--- src/design/lbm_pkg.sv ---
// Shared types, constants and helper functions of the D2Q9 BGK collide-and-stream core.
`default_nettype none

package lbm_pkg;

    localparam int COORD_W   = 6;
    localparam int GRID_SIZE = 2 ** COORD_W;
    localparam int VAL_W     = 24;
    localparam int FRAC_W    = 20;
    localparam int OMEGA_W   = 22;
    localparam int NUM_DIR   = 9;
    localparam int DIR_W     = 4;
    localparam int SUM_W     = 28;
    localparam int MOM_W     = 27;
    localparam int ABS_W     = 27;
    localparam int QUOT_W    = 24;
    localparam int DIV_STEPS = 3;
    localparam int DIV_CYCLES = QUOT_W / DIV_STEPS;
    localparam int DIV_CNT_W = $clog2(DIV_CYCLES);
    localparam int USQ_W     = 28;
    localparam int LANE_DEPTH = 8;

    localparam logic [OMEGA_W-1:0] OMEGA_RESET = 22'd1747627;
    localparam logic [DIR_W-1:0]   DIR_LAST    = DIR_W'(NUM_DIR - 1);
    localparam logic [DIR_W-1:0]   DIR_REST    = '0;

    typedef logic signed [VAL_W-1:0] t_val;
    typedef logic signed [1:0]       t_step;

    localparam t_val VAL_MAX = 24'sh7FFFFF;
    localparam t_val VAL_MIN = 24'sh800000;

    localparam t_step DIR_CX [NUM_DIR] = '{2'sd0, 2'sd1, 2'sd0, -2'sd1, 2'sd0,
                                           2'sd1, -2'sd1, -2'sd1, 2'sd1};
    localparam t_step DIR_CY [NUM_DIR] = '{2'sd0, 2'sd0, 2'sd1, 2'sd0, -2'sd1,
                                           2'sd1, 2'sd1, -2'sd1, -2'sd1};
    // Weights 4/9, 1/9 and 1/36 become a shift followed by a divide by nine.
    localparam logic [4:0] W_SHIFT [NUM_DIR] = '{5'd18, 5'd20, 5'd20, 5'd20, 5'd20,
                                                 5'd22, 5'd22, 5'd22, 5'd22};

    localparam logic [24:0] RECIP9 = 25'd29826161;

    typedef struct packed {
        logic [COORD_W-1:0] cell_x;
        logic [COORD_W-1:0] cell_y;
        t_val               dist_rest;
        t_val               dist_east;
        t_val               dist_north;
        t_val               dist_west;
        t_val               dist_south;
        t_val               dist_northeast;
        t_val               dist_northwest;
        t_val               dist_southwest;
        t_val               dist_southeast;
    } t_in_word;

    typedef struct packed {
        logic [COORD_W-1:0] dest_x;
        logic [COORD_W-1:0] dest_y;
        logic [DIR_W-1:0]   direction;
        t_val               post_value;
        logic               zero_density;
        logic               last;
    } t_out_word;

    typedef struct packed {
        logic [COORD_W-1:0] x;
        logic [COORD_W-1:0] y;
        logic               z;
    } t_meta;

    typedef struct packed {
        logic [20:0] q;
        logic [3:0]  r;
    } t_div9;

    // Divides a value below 2^24 by nine with a reciprocal and one correction.
    function automatic t_div9 div9(input logic [23:0] x);
        logic [48:0] prod;
        logic [20:0] q0;
        logic [24:0] r0;
        t_div9       res;
        prod = x * RECIP9;
        q0   = prod[48:28];
        r0   = 25'(x) - 25'(q0) * 25'd9;
        if (r0 >= 25'd9) begin
            res.q = q0 + 21'd1;
            res.r = 4'(r0 - 25'd9);
        end else begin
            res.q = q0;
            res.r = r0[3:0];
        end
        return res;
    endfunction

endpackage

`default_nettype wire

--- src/design/lbm_div.sv ---
// Iterative signed divider forming one saturated Q4.20 velocity component.
`default_nettype none

module lbm_div import lbm_pkg::*; (
    input  logic                    i_clk,
    input  logic                    i_start,
    input  logic                    i_step,
    input  logic signed [MOM_W-1:0] i_num,
    input  logic signed [SUM_W-1:0] i_den,
    output t_val                    o_quot
);

    localparam int PRE_W = QUOT_W - FRAC_W;

    logic [ABS_W-1:0]  r_rem;
    logic [ABS_W-1:0]  r_ad;
    logic [QUOT_W-1:0] r_bits;
    logic [QUOT_W-1:0] r_q;
    logic              r_neg;
    logic              r_ovf;
    logic              r_zero;

    logic [ABS_W-1:0]  an;
    logic [ABS_W-1:0]  ad;
    logic [ABS_W-1:0]  n_rem;
    logic [QUOT_W-1:0] n_bits;
    logic [QUOT_W-1:0] n_q;

    assign an = ABS_W'(i_num[MOM_W-1] ? -i_num : i_num);
    assign ad = ABS_W'(i_den[SUM_W-1] ? -i_den : i_den);

    always_comb begin
        logic [ABS_W:0] trial;
        n_rem  = r_rem;
        n_bits = r_bits;
        n_q    = r_q;
        for (int k = 0; k < DIV_STEPS; k++) begin
            trial  = {n_rem, n_bits[QUOT_W-1]};
            n_bits = {n_bits[QUOT_W-2:0], 1'b0};
            if (trial >= {1'b0, r_ad}) begin
                n_rem = ABS_W'(trial - {1'b0, r_ad});
                n_q   = {n_q[QUOT_W-2:0], 1'b1};
            end else begin
                n_rem = trial[ABS_W-1:0];
                n_q   = {n_q[QUOT_W-2:0], 1'b0};
            end
        end
    end

    always_ff @(posedge i_clk) begin
        if (i_start) begin
            r_rem  <= ABS_W'(an >> PRE_W);
            r_bits <= QUOT_W'({an, FRAC_W'(0)});
            r_q    <= '0;
            r_ad   <= ad;
            r_neg  <= i_num[MOM_W-1] ^ i_den[SUM_W-1];
            r_ovf  <= ({PRE_W'(0), an} >= {ad, PRE_W'(0)});
            r_zero <= (i_den == '0);
        end else if (i_step) begin
            r_rem  <= n_rem;
            r_bits <= n_bits;
            r_q    <= n_q;
        end
    end

    always_comb begin
        if (r_zero) begin
            o_quot = '0;
        end else if (r_ovf) begin
            o_quot = r_neg ? VAL_MIN : VAL_MAX;
        end else if (!r_neg) begin
            o_quot = r_q[QUOT_W-1] ? VAL_MAX : t_val'(r_q);
        end else if (r_q[QUOT_W-1] && (r_q[QUOT_W-2:0] != '0)) begin
            o_quot = VAL_MIN;
        end else begin
            o_quot = t_val'(-r_q);
        end
    end

endmodule

`default_nettype wire

--- config.mk ---
export PLATFORM = sky130hd
export DESIGN_NAME = lbm_div
export DESIGN_NICKNAME = d
export VERILOG_FILES = /design/src/design/lbm_pkg.sv /design/src/design/lbm_div.sv
export SDC_FILE = /design/constraint.sdc
export NUM_CORES = 1
export LEC_CHECK = 0
export ABC_AREA = 1
export BUFFER_PORTS_ARGS = -buffer_cell sky130_fd_sc_hd__buf_2
export CAP_MARGIN = 20
export CORE_ASPECT_RATIO = 1.5
export CORE_MARGIN = 10
export CORE_UTILIZATION = 63
export CTS_CLUSTER_SIZE = 14
export DETAILED_ROUTE_END_ITERATION = 10
export GPL_ROUTABILITY_DRIVEN = 0
export GPL_TIMING_DRIVEN = 1
export PLACE_DENSITY = 0.84
export SYNTH_ARGS = -nofsm -noshare
export SYNTH_HDL_FRONTEND = slang
export SYNTH_SLANG_ARGS = --single-unit
--- constraint.sdc ---
create_clock -name i_clk -period 7.85 [get_ports i_clk]
set_input_delay 1.1775 -clock i_clk [delete_from_list [all_inputs] [get_ports i_clk]]
set_output_delay 1.1775 -clock i_clk [all_outputs]
set_load 0.05 [all_outputs]
==> reports/metrics.yaml <==
r2r_end: "r_rem[19]"
post-route-period-util: 0.950
layout-drive-gt1-share: 0.0871
crit_type: "reg -> reg"
remaining_drc_errors: 0
ys_ff_latch: 85
synth_edf_count: 57
rsz0062_at_grt: "true"
ys_async_sr_fraction: 0
cp-start-kind: "register"
cts_tree: "done"
fin_util: 0.691
setup_viol: 0
grt_pass1_wl_mm: 57.5
portBuffers: 81
syn_inst: 1815
skew_ns: 0.0110
cp_slowest_cell: "o21ai_0"
viasPerCell: 6.00
ioPinCount: 82
hold_viol_final: 0
slew_viol_final: 0
rr_worst_depth: 38
diodes: 0
drt_iter0_drc: 1052
cts_buffers: 9
final_cell_mix: "nand2_1, inv_1, nor2_1, a21oi_1"
nNetsFinal: 2045
cts.clk_slew.worst_paths_ns: 0.07
track_usage: 0.292
clkLatencyLatePin_ns: 0.35
htreeDepth: 3
synthesis.nets: 1983
worst_ep_arrival_time_ns: 7.56
hold_end: "r_q[21]"
ys.flop_type: "edfxtp_1"
max_freq_mhz: 134
min_from: "r_q[21]"
outcome: "complete, no violations"
die_y_um: 186
cp_data_required_time_ns: 7.95
dp_hpwl_mm: 29.1
hold_class: "reg -> reg"
syn2layout_area_growth_pct: 7.81
rows: 60
grt_max_degree: 72
core_area_mm2: 0.0179
cpPeakStageDelay_ns: 0.73
whs_path_depth: 2
drtAntennaViolNets: 0
end_kind: "register"
num_vias: 12600
antenna_found_initial: 0
finalCriticalPeriod_ns: 7.46
drt_pass1_iterations: 6
netlist-cell-type-count: 50
synth_area_mm2: 0.0115
n_fill_cell: 1549
gr-total-overflow: 0
fp.dieArea_mm2: 0.0242
cts_root_buf: "clkbuf_16"
die_x_um: 130
clk_path_buf_depth: 2
start_util: 0.641
grt_pass1_vias: 12200
wire_per_inst_um: 17.1
worst-path-max-fanout: 23
wl_mm: 35.9
max-slew-margin-rel: 0.379
worstMarginPinSlew_ns: 0.922
clkSinkCount: 85
avgSynthCellArea_um2: 6.34
final_common_cell: "nand2_1"
r2r_slack_ns: 0.39
ys_seq_area_frac: 0.197
yosysWarningCount: 0
path_common_cell: "nand2_1"
r2r-start: "r_ad[12]"
maxCapViolations: 0
[worst max path at each step]
stage | cells past startpoint | to | startpoint
3_5_place_dp | 46 | r_rem[3] | r_ad[0]
2_1_floorplan | 48 | r_rem[3] | r_ad[0]
5_1_grt | 44 | r_rem[6] | r_ad[0]
4_1_cts | 38 | r_rem[15] | r_ad[0]
6_report | 38 | r_rem[19] | r_ad[12]
3_3_place_gp | 38 | r_rem[17] | r_ad[0]
[worst max-delay path, delay by kind of cell (launching register included)]
family | cells | cell delay [ns]
DFF | 1 | 0.34
AOI/OAI and AO/OA | 10 | 2.46
and+or+nand+nor | 18 | 2.17
xor gates and xnor gates | 1 | 0.19
buffers and inverters | 6 | 1.00
adders and majority gates | 3 | 1.03
[registers in the layout (all words and copies together), names as in the netlist]
register / cells
r_ovf: 1
r_zero: 1
r_ad: 27
r_bits: 4
r_rem: 27
r_neg: 1
r_q: 24
[layout make-up]
type	count	area [um^2]	area share
Multi-Input combinational cell	1407	7990	0.644
Clock buffer	11	275	0.0222
Timing Repair inverter	1	5.00	0.000403
Timing Repair Buffer	91	493	0.0397
Tap cell	217	272	0.0219
Sequential cell	85	2270	0.183
Clock inverter	5	35.0	0.00282
Inverter	282	1060	0.0858
[repair_timing]
action                                  in CTS  in global routing
endpoints found under the setup margin       0                 28
setup buffers                                0                  0
hold buffers                                 0                  0
gates resized for setup                      0                 10
[cells in the mapped netlist, types with 4 or more instances]
cell type,instances,area (um^2)
nand3_1,97,485
nor3_1,30,150
nand2_2,6,37.5
a31oi_1,8,50.1
a21o_1,9,67.6
xnor2_1,51,447
clkbuf_1,24,90.1
buf_6,8,90.1
o21ai_1,30,150
o31ai_1,11,82.6
nor2_1,153,574
nor2_4,4,45.0
o21ai_0,108,541
or2_2,13,81.3
nand2_1,461,1730
edfxtp_1,57,1710
dfxtp_1,28,561
inv_1,275,1030
nor4_1,14,87.6
nand3_2,6,60.1
o21bai_1,14,105
o22ai_1,27,169
ha_1,107,1340
buf_2,5,25.0
inv_2,6,22.5
xor2_1,67,587
a21oi_1,129,646
nand4_1,23,144
nor2_2,5,31.3
[per-stage QoR]
step	TNS, ns	std cells	hold slack, ns	setup WS [ns]	instance area (um^2)
final	0	2099	0.539	0.394	12400
after global routing	-0.00602	2099	0.561	-0.00583	12400
after CTS	0	2096	0.529	0.356	12300
after detailed placement	0	2080	0.517	0.407	12000
after global placement	0	2080	0.511	0.610	12000
after floorplan	0	1815	0.487	1.83	11500
[metal layers]
metal / vias up / part of all wire / GRT usage
li1: 6112 / - / -
met1: 5667 / 0.38 / 0.331
met2: 656 / 0.48 / 0.512
met3: 165 / 0.071 / 0.0296
met4: 0 / 0.071 / 0.178
met5: - / 0 / 0
[cells by family after synthesis]
logic type / count (synthesis) / share of synthesized area
xor+xnor: 118 / 0.0898
flops: 85 / 0.197
fa+ha+maj: 110 / 0.122
simple gates: 825 / 0.309
compound gates: 353 / 0.170
buf+inv: 324 / 0.112
Power is left out: the tool's default activity adds up to more than one toggle a clock period on the data nets, which glitch-free logic cannot reach.
