## config.mk

```make
export PLATFORM = sky130hd
export DESIGN_NAME = lbm_ser
export DESIGN_NICKNAME = d
export VERILOG_FILES = /design/src/design/lbm_pkg.sv /design/src/design/lbm_ser.sv
export SDC_FILE = /design/constraint.sdc
export NUM_CORES = 1
export LEC_CHECK = 0
export ABC_AREA = 0
export BUFFER_PORTS_ARGS = -buffer_cell sky130_fd_sc_hd__buf_2
export CAP_MARGIN = 20
export CORE_MARGIN = 1.5
export CORE_UTILIZATION = 40
export CTS_CLUSTER_SIZE = 10
export DETAILED_ROUTE_END_ITERATION = 8
export HOLD_SLACK_MARGIN = 0.15
export PLACE_DENSITY_LB_ADDON = 0.12
export SLEW_MARGIN = 20
export SYNTH_ARGS = -nofsm -noshare
export SYNTH_HDL_FRONTEND = slang
export SYNTH_SLANG_ARGS = --single-unit
```

## constraint.sdc

```tcl
create_clock -name i_clk -period 7.8 [get_ports i_clk]
set_input_delay 1.56 -clock i_clk [delete_from_list [all_inputs] [get_ports i_clk]]
set_output_delay 1.56 -clock i_clk [all_outputs]
set_load 0.005 [all_outputs]
```

## src/design/lbm_pkg.sv

```systemverilog
// Shared types, constants and helper functions of the D2Q9 BGK collide-and-stream core.
`default_nettype none

package lbm_pkg;

    localparam int COORD_W   = 6;
    localparam int GRID_SIZE = 2 ** COORD_W;
    localparam int VAL_W     = 24;
    localparam int FRAC_W    = 20;
    localparam int OMEGA_W   = 22;
    localparam int NUM_DIR   = 9;
    localparam int DIR_W     = 4;
    localparam int SUM_W     = 28;
    localparam int MOM_W     = 27;
    localparam int ABS_W     = 27;
    localparam int QUOT_W    = 24;
    localparam int DIV_STEPS = 3;
    localparam int DIV_CYCLES = QUOT_W / DIV_STEPS;
    localparam int DIV_CNT_W = $clog2(DIV_CYCLES);
    localparam int USQ_W     = 28;
    localparam int LANE_DEPTH = 8;

    localparam logic [OMEGA_W-1:0] OMEGA_RESET = 22'd1747627;
    localparam logic [DIR_W-1:0]   DIR_LAST    = DIR_W'(NUM_DIR - 1);
    localparam logic [DIR_W-1:0]   DIR_REST    = '0;

    typedef logic signed [VAL_W-1:0] t_val;
    typedef logic signed [1:0]       t_step;

    localparam t_val VAL_MAX = 24'sh7FFFFF;
    localparam t_val VAL_MIN = 24'sh800000;

    localparam t_step DIR_CX [NUM_DIR] = '{2'sd0, 2'sd1, 2'sd0, -2'sd1, 2'sd0,
                                           2'sd1, -2'sd1, -2'sd1, 2'sd1};
    localparam t_step DIR_CY [NUM_DIR] = '{2'sd0, 2'sd0, 2'sd1, 2'sd0, -2'sd1,
                                           2'sd1, 2'sd1, -2'sd1, -2'sd1};
    // Weights 4/9, 1/9 and 1/36 become a shift followed by a divide by nine.
    localparam logic [4:0] W_SHIFT [NUM_DIR] = '{5'd18, 5'd20, 5'd20, 5'd20, 5'd20,
                                                 5'd22, 5'd22, 5'd22, 5'd22};

    localparam logic [24:0] RECIP9 = 25'd29826161;

    typedef struct packed {
        logic [COORD_W-1:0] cell_x;
        logic [COORD_W-1:0] cell_y;
        t_val               dist_rest;
        t_val               dist_east;
        t_val               dist_north;
        t_val               dist_west;
        t_val               dist_south;
        t_val               dist_northeast;
        t_val               dist_northwest;
        t_val               dist_southwest;
        t_val               dist_southeast;
    } t_in_word;

    typedef struct packed {
        logic [COORD_W-1:0] dest_x;
        logic [COORD_W-1:0] dest_y;
        logic [DIR_W-1:0]   direction;
        t_val               post_value;
        logic               zero_density;
        logic               last;
    } t_out_word;

    typedef struct packed {
        logic [COORD_W-1:0] x;
        logic [COORD_W-1:0] y;
        logic               z;
    } t_meta;

    typedef struct packed {
        logic [20:0] q;
        logic [3:0]  r;
    } t_div9;

    // Divides a value below 2^24 by nine with a reciprocal and one correction.
    function automatic t_div9 div9(input logic [23:0] x);
        logic [48:0] prod;
        logic [20:0] q0;
        logic [24:0] r0;
        t_div9       res;
        prod = x * RECIP9;
        q0   = prod[48:28];
        r0   = 25'(x) - 25'(q0) * 25'd9;
        if (r0 >= 25'd9) begin
            res.q = q0 + 21'd1;
            res.r = 4'(r0 - 25'd9);
        end else begin
            res.q = q0;
            res.r = r0[3:0];
        end
        return res;
    endfunction

endpackage

`default_nettype wire

```

## src/design/lbm_ser.sv

```systemverilog
// Merging stage: holds a cell's nine lane results; sends a word a cycle unless stalled.
`default_nettype none

module lbm_ser import lbm_pkg::*; (
    input  logic      i_clk,
    input  logic      i_rst_n,
    input  logic      i_load,
    input  t_val      i_post [NUM_DIR],
    input  t_meta     i_meta,
    input  logic      i_stall,
    output logic      o_valid,
    output t_out_word o_word,
    output logic      o_ready
);

    t_val             r_post [NUM_DIR];
    t_meta            r_meta;
    logic [DIR_W-1:0] r_idx;
    logic             r_busy;

    assign o_ready = !r_busy || (r_idx == DIR_LAST && !i_stall);

    always_ff @(posedge i_clk) begin
        if (!i_rst_n) begin
            r_busy <= 1'b0;
            r_idx  <= DIR_REST;
        end else if (i_load) begin
            r_busy <= 1'b1;
            r_idx  <= DIR_REST;
        end else if (r_busy && !i_stall) begin
            if (r_idx == DIR_LAST) begin
                r_busy <= 1'b0;
            end else begin
                r_idx <= r_idx + 1'b1;
            end
        end
    end

    always_ff @(posedge i_clk) begin
        if (i_load) begin
            r_post <= i_post;
            r_meta <= i_meta;
        end
    end

    assign o_valid             = r_busy;
    assign o_word.dest_x       = r_meta.x + COORD_W'(DIR_CX[r_idx]);
    assign o_word.dest_y       = r_meta.y + COORD_W'(DIR_CY[r_idx]);
    assign o_word.direction    = r_idx;
    assign o_word.post_value   = r_post[r_idx];
    assign o_word.zero_density = r_meta.z;
    assign o_word.last         = (r_idx == DIR_LAST);

endmodule

`default_nettype wire

```

==> flow_summary_export.csv, run 1 <==
group,metric,value,unit
status,status,"finished, final reports clean",
setup_path,setup.worst_path.start_class,"register",
layout,nets,1111,
grt,grt_pass1_wl,32.7,mm
clock_network,cts.hold.buffers_added,0,
die,ioPinCount,277,
setup_path,slowest_delay,0.73,ns
drt,drt_wl_total,22.5,mm
layout,syn2layout_area_growth,24.5,%
clock_network,cts_sinks,234,
clock_network,cts_buffers,28,
drt,drtPass1Iterations,4,
clock_network,cts_resized,0,
drt,antenna_left,0,
setup_path,crit_type,"register to output pin",
flow_run,cap_violations,0,
die,placement_rows,56,
synthesis,yosysTopAreaCell,"edfxtp_1",
grt,antenna_found_initial,8,
sta,setup_viol,0,
setup_path,r2r_setup_slack,5.58,ns
sta,worstMarginPinSlew,1.06,ns
clock_network,htreeDepth,1,
setup_path,path_cells,"inv_2 > ha_1 > inv_1 > a21o_1 > ha_1 > a21oi_1 > nor2b_1 > a311o_1 > xnor2_1 > buf_2",
die,die_x,158,µm
pwr,vdd_drop_max,160,µV
die,core-area,23600,µm²
sta,hold_viol,0,
synthesis,seq_area_frac_synth,0.721,
pwr,cellPowerDensity,237,nW/µm²
synthesis,synth_nets,833,
clock_network,cts_setup_buffers,0,
worst_hold_path,holdCritPathClass,"register to register",
pwr,p_int,2250,µW
grt,grt_pass1_vias,6114,
pwr,power_frac_comb,0.068,
drt,drc_errors,0,
pwr,p_leak,0.00454,µW
setup_path,worstReg2RegStart,"r_idx[1]",
grt,grt_overflow_total,0,
synthesis,yosys.area.top_type_share,0.711,
clock_network,cts_tree,"built",
synthesis,ys_types,46,
die,dieArea,25100,µm²
drt,drt_iter0_drc,273,
synthesis,synth_seq_cells,234,
placement,port_buffers,276,
clock_network,clock_tree.buffer_depth,3,
placement,finalWeightedCongestion,0.757,
die,start_util,0.410,
synthesis,postSynthCellCount,584,
worst_hold_path,hold_depth,2,
layout,layout_common_cells,"buf_2, edfxtp_1, mux2i_1, a21oi_1, clkbuf_16",
grt,track_usage,0.174,
sta,skew,0.00156,ns
die,die_h,158,µm
synthesis,yosys-top-cells-area,"edfxtp_1, mux2i_1, o22a_1, ha_1, a21oi_1",
pwr,finalPower,2850,µW
setup_path,cpMostUsedCell,"ha_1",
drt,vias,5849,
setup_path,worstPathMaxFanout,45,
worst_hold_path,hp-start,"o_valid",
clock_network,cts_root_buf,"clkbuf_16",
setup_path,endpoint_kind,"output pin",
pwr,p_sw_frac,0.210,
setup_path,arrival,3.75,ns
sta,fin_setup_tns,0,ns
setup_path,worst_path_max_delay_cell,"dfxtp_1",
worst_hold_path,holdPathEnd,"o_valid",
clock_network,clk_pin_slew,0.05,ns
layout,drive_gt1_frac,0.372,
setup_path,worst-r2r-cell-count,6,
setup_path,worstReg2RegEnd,"r_idx[0]",
clock_network,clk_latency,0.54,ns
sta,post-route-period-util,0.681,
placement,place_hpwl,15.1,mm
synthesis,synthesis.area,9670,µm²
synthesis,yosysWarningCount,0,
sta,period_minus_slack,5.31,ns
pwr,p_sw,599,µW
synthesis,synth.avg_cell_area,16.6,µm²
layout,layout_commonest_cell,"buf_2",
grt,grt_max_degree,129,
drt,wire_per_inst,18.7,µm
sta,rsz0062_at_grt,"no",
sta,fmax,188,MHz
sta,slew_viol_final,0,
setup_path,cp.required,6.24,ns
drt,drt-vias-per-instance,4.88,
pwr,power_frac_clock,0.398,
pwr,pwr-share-seq,0.534,
sta,timing.slew.headroom,0.295,
[critical path: cells and delay by family (launching register included)]
kind,cells,cell delay [ns]
buffers and inverters,3,0.69
AOI/OAI and AO/OA,3,0.75
adders and majority gates,2,0.83
DFF,1,0.73
xor gates and xnor gates,1,0.15
and+or+nand+nor,1,0.07
[flip-flops by register name (all words and copies together) (netlist names)]
name     flops
o_valid      1
o_word       1
r_meta      12
r_idx        4
r_post     216
[worst max path at each step]
| stage | start | to | slack, ns | cells after the start |
|---|---|---|---|---|
| after floorplan | r_idx[0] | o_word[34] | 3.75 | 11 |
| after global placement | r_idx[0] | o_word[20] | 3.19 | 7 |
| after detailed placement | r_idx[1] | o_word[35] | 3.10 | 10 |
| after CTS | r_idx[1] | o_word[35] | 2.50 | 10 |
| after global routing | r_idx[1] | o_word[35] | 2.25 | 10 |
| final | r_idx[1] | o_word[35] | 2.49 | 10 |
[through the flow]
step	setup WS, ns	area, µm²	hold slack (ns)	utilization	std cells
4_1_cts	2.50	12000	0.594	0.509	1193
3_5_place_dp	3.10	11200	0.579	0.476	1151
3_3_place_gp	3.19	11200	0.520	0.476	1151
5_1_grt	2.25	12000	0.598	0.509	1195
6_report	2.49	12000	0.599	0.510	1199
2_1_floorplan	3.75	9670	0.554	-	584
[kinds of logic (layout without fill, tap and decap cells)]
kind of cell,Yosys count,in the layout,synth area share
other,0,6,0
buffers and inverters,44,334,0.0325
xor gates and xnor gates,13,13,0.0118
and+or+nand+nor,74,74,0.0397
muxes,95,95,0.101
DFF,234,234,0.721
AOI/OAI and AO/OA,108,108,0.0712
adders and majority gates,16,16,0.0223
[per-layer routing]
| metal | vias up | GRT usage | routed length (µm) |
|---|---|---|---|
| li1 | 2812 | - | - |
| met1 | 2793 | 0.216 | 9480 |
| met2 | 201 | 0.291 | 10900 |
| met3 | 37 | 0.0520 | 1610 |
| met4 | 6 | 0.0521 | 477 |
| met5 | - | 0 | 34 |
[synthesized netlist by cell type (all sizes together)]
| cell | n |
|---|---|
| a211oi | 1 |
| a21boi | 1 |
| a21o | 3 |
| a21oi | 29 |
| a221oi | 1 |
| a311o | 2 |
| and3b | 1 |
| buf | 25 |
| clkbuf | 9 |
| dfxtp | 5 |
| edfxtp | 229 |
| fa | 2 |
| ha | 14 |
| inv | 10 |
| mux2 | 2 |
| mux2i | 91 |
| mux4 | 2 |
| nand2 | 26 |
| nand2b | 2 |
| nand3 | 3 |
| nand3b | 1 |
| nand4 | 1 |
| nand4bb | 1 |
| nor2 | 8 |
| nor2b | 7 |
| nor3 | 1 |
| o211ai | 1 |
| o21ai | 26 |
| o22a | 21 |
| o22ai | 22 |
| o31ai | 1 |
| or2 | 22 |
| or3 | 1 |
| xnor2 | 10 |
| xor2 | 3 |
[power by group through the flow]
| stage | registers [µW] | logic, µW | clock network, µW |
|---|---|---|---|
| global placement | 1540 | 193 | 0 |
| global route | 1530 | 215 | 1220 |
| CTS | 1520 | 198 | 1160 |
| detailed placement | 1550 | 197 | 0 |
| floorplan | 1530 | 86.4 | 0 |
| finish | 1520 | 195 | 1130 |
[cell type report]
cell class	count	area, µm²
Sequential cell	234	6980
Multi-Input combinational cell	306	2380
Antenna cell	6	15.0
Clock buffer	38	738
Fill cell	2063	11600
Tap cell	319	399
Clock inverter	4	46.3
Inverter	10	37.5
Timing Repair Buffer	282	1440
Note: power is estimated with default switching activity, not from simulation.
==> run 2: changes to the inputs <==
ABC_AREA = 1   (was 0)
clock period = 4.44 ns   (was 7.8 ns; I/O delays follow)
==> run 2 against run 1 <==
Worst setup slack got worse by 1.8 ns. Combinational power grew 130%. Worst hold slack worse by 0.086 ns. Register-to-register slack lost 3.2 ns. Clock power increased by 74%. Critical path depth grew 3. Synthesized cell count is 76% higher. First-iteration DRC count rose by 82%. Global-route usage increased by 2.2 points. Largest cell class unchanged. Highest routed layer unchanged.
==> flow_summary_export.csv, run 2 <==
group,metric,value,unit
setup_path,worstReg2RegEnd,"r_idx[1]",
sta,skew,0.00109,ns
synthesis,synth_top_family_by_area,"simple AND/OR/NAND/NOR gates",
status,status,"finished, final reports clean",
die,die_x,165,µm
synthesis,yosysTopAreaCell,"edfxtp_1",
drt,drt_iter0_drc,498,
clock_network,htreeDepth,1,
grt,grt_overflow_total,0,
sta,rsz0062_at_grt,"no",
synthesis,synthesis.area,10500,µm²
drt,drc_errors,0,
layout,regArea,6980,µm²
die,dieArea,27200,µm²
layout,layout_commonest_cell,"nand2_1",
sta,fin_setup_tns,0,ns
drt,drt-vias-per-instance,4.63,
clock_network,cts_resized,0,
setup_path,r2r_setup_slack,2.34,ns
clock_network,cts_tree,"built",
synthesis,synth_nets,1275,
pwr,vdd_drop_max,271,µV
synthesis,synthMuxAreaShare,0,
pwr,p_int,3930,µW
setup_path,arrival,2.88,ns
synthesis,seq_area_frac_synth,0.666,
layout,drive_gt1_frac,0.251,
sta,hold_viol,0,
setup_path,setup.worst_path.start_class,"register",
layout,largest_register_ffs,216,
grt,antenna_found_initial,3,
setup_path,worstPathMaxFanout,27,
synthesis,synth_fa_ha_area_frac,0.0205,
setup_path,worst-r2r-cell-count,9,
drt,wire_per_inst,16.2,µm
synthesis,synthArstFlopShare,0,
clock_network,clk_pin_slew,0.06,ns
sta,slew_viol_final,0,
grt,grt_max_degree,104,
die,core-area,25900,µm²
placement,finalWeightedCongestion,0.844,
synthesis,synth_seq_cells,234,
grt,track_usage,0.196,
synthesis,yosysWarningCount,0,
drt,drtPass1Iterations,4,
worst_hold_path,holdPathEnd,"r_post[17]",
synthesis,synth-xor-area-share,0.00501,
synthesis,yosysMostFrequentCell,"nand2_1",
clock_network,clk_latency,0.53,ns
placement,place_hpwl,18.2,mm
synthesis,ys_top_cells_by_count,"nand2_1, edfxtp_1, inv_1",
layout,fillerInstances,2450,
sta,worstMarginPinSlew,0.905,ns
synthesis,postSynthCellCount,1026,
grt,grt_pass1_wl,39.7,mm
drt,met1_length,10.9,mm
pwr,p_sw_frac,0.227,
layout,syn2layout_area_growth,23.0,%
sta,timing.slew.headroom,0.396,
drt,top_layer_used,"met5",
sta,fmax,265,MHz
setup_path,worstReg2RegStart,"r_idx[1]",
layout,nets,1550,
die,ioPinCount,277,
sta,setup_viol,0,
synthesis,yosys.area.top_type_share,0.656,
pwr,cellPowerDensity,394,nW/µm²
clock_network,cts_setup_buffers,0,
sta,period_minus_slack,3.77,ns
layout,multi_input_area,2430,µm²
placement,port_buffers,276,
setup_path,endpoint_kind,"output pin",
placement,place_area,12100,µm²
grt,grt_pass1_vias,7448,
layout,finalInstanceArea,12900,µm²
pwr,p_sw,1150,µW
clock_network,clock_tree.buffer_depth,3,
setup_path,crit_type,"register to output pin",
die,start_util,0.405,
setup_path,cp.required,3.55,ns
drt,dr_wl_met3,2.02,mm
synthesis,synth_edf_count,229,
synthesis,synth_simple_gate_area_frac,0.199,
layout,largest-register,"r_post",
drt,vias,7624,
pwr,power_frac_clock,0.388,
drt,wl_met2,13.0,mm
sta,fin_hold_ws,0.513,ns
die,die_h,165,µm
synthesis,synth_flop_cell,"edfxtp_1",
sta,post-route-period-util,0.850,
layout,reg_top3,"r_post: 216 flops, r_meta: 12 flops, r_idx: 4 flops",
clock_network,cts_buffers,28,
worst_hold_path,holdCritPathClass,"input port to register",
synthesis,synth.avg_cell_area,10.2,µm²
worst_hold_path,hold_depth,1,
worst_hold_path,hp-start,"i_post[17]",
layout,layout_common_cells,"nand2_1, buf_2, edfxtp_1, inv_1, nand3_1",
synthesis,ys_types,25,
pwr,pwr-share-seq,0.524,
die,placement_rows,59,
clock_network,cts_root_buf,"clkbuf_16",
synthesis,synth_compound_area_frac,0.00573,
drt,drt_wl_total,26.7,mm
clock_network,cts_sinks,234,
clock_network,cts.hold.buffers_added,0,
synthesis,yosys-top-cells-area,"edfxtp_1, nand2_1, inv_1, nand3_1, ha_1",
drt,antenna_left,0,
flow_run,cap_violations,0,
pwr,p_leak,0.00627,µW
pwr,power_frac_comb,0.088,
-- run 2: changes by cell type after synthesis, sizes merged, moves of 8 or more --
cell   delta
nand2   +302
o22ai    -22
a21oi    -24
inv     +207
o21ai    -22
mux2i    -91
buf      +15
nand3   +155
o22a     -21
or2      -22
xnor2     -8
-- run 2: layer usage --
| layer | up-vias | track usage |
|---|---|---|
| met5 | - | 0 |
| met4 | 4 | 0.0536 |
| met3 | 45 | 0.0485 |
| met2 | 242 | 0.344 |
| met1 | 3526 | 0.239 |
| li1 | 3807 | - |
-- run 2: power groups by stage --
stage	registers [µW]	clock network (µW)	logic [µW]
3_3_place_gp	2710	0	454
4_1_cts	2670	2020	458
5_1_grt	2680	2100	511
2_1_floorplan	2700	0	202
6_report	2660	1970	446
3_5_place_dp	2710	0	456
-- run 2: worst max path at each step --
stage / depth (start not counted) / startpoint / slack, ns / endpoint
floorplan: 13 / r_idx[0] / 1.41 / o_word[40]
global placement: 13 / r_idx[1] / 1.23 / o_word[40]
detailed placement: 13 / r_idx[1] / 1.21 / o_word[40]
CTS: 13 / r_idx[1] / 0.63 / o_word[40]
global route: 13 / r_idx[3] / 0.39 / o_word[40]
finish: 13 / r_idx[1] / 0.67 / o_word[40]
-- run 2: logic make-up (layout without fill, tap and decap cells) --
kind of cell | count (synthesis) | count (layout)
other cells | 0 | 2
buf+inv | 259 | 543
simple gates | 500 | 500
compound gates | 11 | 11
fa+ha+maj | 16 | 16
flops | 234 | 234
xor+xnor | 6 | 6
-- run 2: worst max-delay path, stage by stage, from the launching register on --
cell and delay (ns):
dfxtp_2 0.32, buf_4 0.33, inv_2 0.07, ha_1 0.18, a22oi_1 0.18, ha_1 0.23
inv_1 0.09, fa_1 0.44, o21ai_0 0.17, nand2_1 0.09, nand2_1 0.06, nand2_1 0.04
nand2_1 0.05, buf_2 0.10
-- run 2: cell type report --
cell class	count	area share
clock inverter	6	0.00281
clock buffer	33	0.0558
multi-input combinational	533	0.188
timing repair buffer	287	0.115
antenna	2	0.000388
tap	335	0.0325
sequential	234	0.541
inverter	217	0.0634
-- run 2: through the flow --
step | setup WS [ns] | utilization | power [µW] | cells
final | 0.668 | 0.498 | 5080 | 1647
after global routing | 0.395 | 0.497 | 5290 | 1645
after floorplan | 1.41 | - | 2900 | 1026
after CTS | 0.633 | 0.497 | 5140 | 1645
after detailed placement | 1.21 | 0.468 | 3170 | 1606
after global placement | 1.23 | 0.468 | 3160 | 1606
==> run 3: changes to the inputs <==
clock period = 3.2 ns   (was 4.44 ns; I/O delays follow)
==> run 3 against run 2 <==
Sequential cell count did not move. Worst hold slack worse by 0.26 ns. Utilization is 0.78 points higher. Non-clock buffer count rose by 5. Clock skew is 0.00082 ns higher. Wire length shrank 1.3%. Largest cell class unchanged. Register-to-register slack lost 1.0 ns. First-iteration DRC count fell by 1.2%.
==> flow_summary_export.csv, run 3 (synthesis gave the netlist of run 2 again) <==
group,metric,value,unit
die,start_util,0.405,
drt,drt_iter0_drc,492,
layout,largest-register,"r_post",
layout,fin_cells,1655,
worst_hold_path,holdCritPathClass,"input port to register",
grt,antenna_found_initial,5,
setup_path,crit_type,"register to output pin",
clock_network,clk_latency,0.55,ns
clock_network,clk_pin_slew,0.06,ns
die,dieArea,27200,µm²
setup_path,arrival,2.51,ns
die,ioPinCount,277,
setup_path,worstPathMaxFanout,7,
drt,vias,7544,
sta,post-route-period-util,0.985,
grt,grt_pass1_wl,39.1,mm
layout,layout_commonest_cell,"nand2_1",
placement,place_area,12200,µm²
sta,period_minus_slack,3.15,ns
clock_network,cts_root_buf,"clkbuf_16",
layout,multi_input_area,2480,µm²
clock_network,htreeDepth,1,
grt,grt_overflow_total,0,
die,core-area,25900,µm²
clock_network,cts_tree,"built",
layout,finish.utilization,0.505,
die,die_x,165,µm
pwr,p_leak,0.00634,µW
layout,reg_top3,"r_post: 216 flops, r_meta: 12 flops, r_idx: 4 flops",
layout,syn2layout_area_growth,24.9,%
pwr,cellPowerDensity,547,nW/µm²
sta,setup_viol,0,
sta,skew,0.00191,ns
drt,antenna_left,0,
sta,fmax,317,MHz
drt,wire_per_inst,15.9,µm
pwr,finalPower,7160,µW
clock_network,cts_sinks,234,
die,die_h,165,µm
sta,timing.slew.headroom,0.473,
layout,layout_common_cells,"nand2_1, buf_2, edfxtp_1, inv_1, nand3_1",
clock_network,cts_buffers,29,
layout,drive_gt1_frac,0.266,
grt,grt_max_degree,97,
placement,port_buffers,276,
placement,place_hpwl,17.6,mm
layout,largest_register_ffs,216,
drt,drt_wl_total,26.3,mm
status,status,"finished, final reports clean",
layout,nets,1556,
flow_run,cap_violations,0,
pwr,vdd_drop_max,402,µV
sta,rsz0062_at_grt,"yes",
drt,drtPass1Iterations,5,
setup_path,setup.worst_path.start_class,"register",
layout,regArea,6990,µm²
layout,finalInstanceArea,13100,µm²
sta,slew_viol_final,0,
placement,finalWeightedCongestion,0.880,
drt,drc_errors,0,
clock_network,clock_tree.buffer_depth,3,
setup_path,cp.required,2.56,ns
sta,fin_setup_tns,0,ns
layout,fillerInstances,2408,
setup_path,endpoint_kind,"output pin",
sta,hold_viol,0,
grt,grt_pass1_vias,7231,
placement,dp.cells,1608,
sta,worstMarginPinSlew,0.790,ns
die,placement_rows,59,
grt,track_usage,0.192,
drt,drt-vias-per-instance,4.56,
[run 3: area by class of cell]
class,count,area share
multi-input combinational,533,0.189
clock inverter,8,0.00420
timing repair buffer,292,0.121
tap,335,0.0320
inverter,217,0.0624
sequential,234,0.534
antenna,3,0.000573
clock buffer,33,0.0566
[run 3: path summary, 6_finish.rpt]
path                   start         end  slack [ns]  cells past startpoint
setup / recovery    r_idx[0]  o_word[40]        0.05                     12
hold / removal    i_post[25]  r_post[25]        0.25                      1
setup reg to reg    r_idx[1]    r_idx[1]        1.33                      8
hold reg to reg      o_valid     o_valid        0.54                      2
[run 3: per-layer routing]
metal / routed length [µm] / global-route usage
met1: 10900 / 0.239
met2: 12600 / 0.329
met3: 2090 / 0.0515
met4: 666 / 0.0545
met5: 27 / 0
[run 3: metrics by stage]
step	setup WS (ns)	hold slack (ns)
6_report	0.0476	0.252
3_3_place_gp	0.420	0.509
5_1_grt	-0.117	0.230
3_5_place_dp	0.382	0.532
2_1_floorplan	0.419	0.543
4_1_cts	-0.132	0.226
[run 3: critical path, cell delays in order, from the launching register on]
cell     delay [ns]
dfxtp_4        0.37
inv_4          0.06
ha_1           0.21
a22oi_2        0.20
ha_2           0.23
inv_1          0.07
fa_2           0.37
o21ai_1        0.14
nand2_1        0.08
nand2_1        0.06
nand2_1        0.04
nand2_1        0.04
buf_2          0.10
[run 3: power by group]
| part | switching (µW) | leakage [µW] | internal, µW | total, µW |
|---|---|---|---|---|
| registers | 62.5 | 0.00228 | 3630 | 3690 |
| logic | 364 | 0.00366 | 262 | 627 |
| clock network | 1210 | 0.000393 | 1630 | 2840 |
| total | 1640 | 0.00634 | 5520 | 7160 |
[run 3: repair_timing]
action | in CTS | in global routing
cloned | 0 | 1
pin swaps | 0 | 2
resized for setup | 8 | 15
buffers inserted | 0 | 2
hold buffers | 0 | 0
setup endpoints to repair | 31 | 31
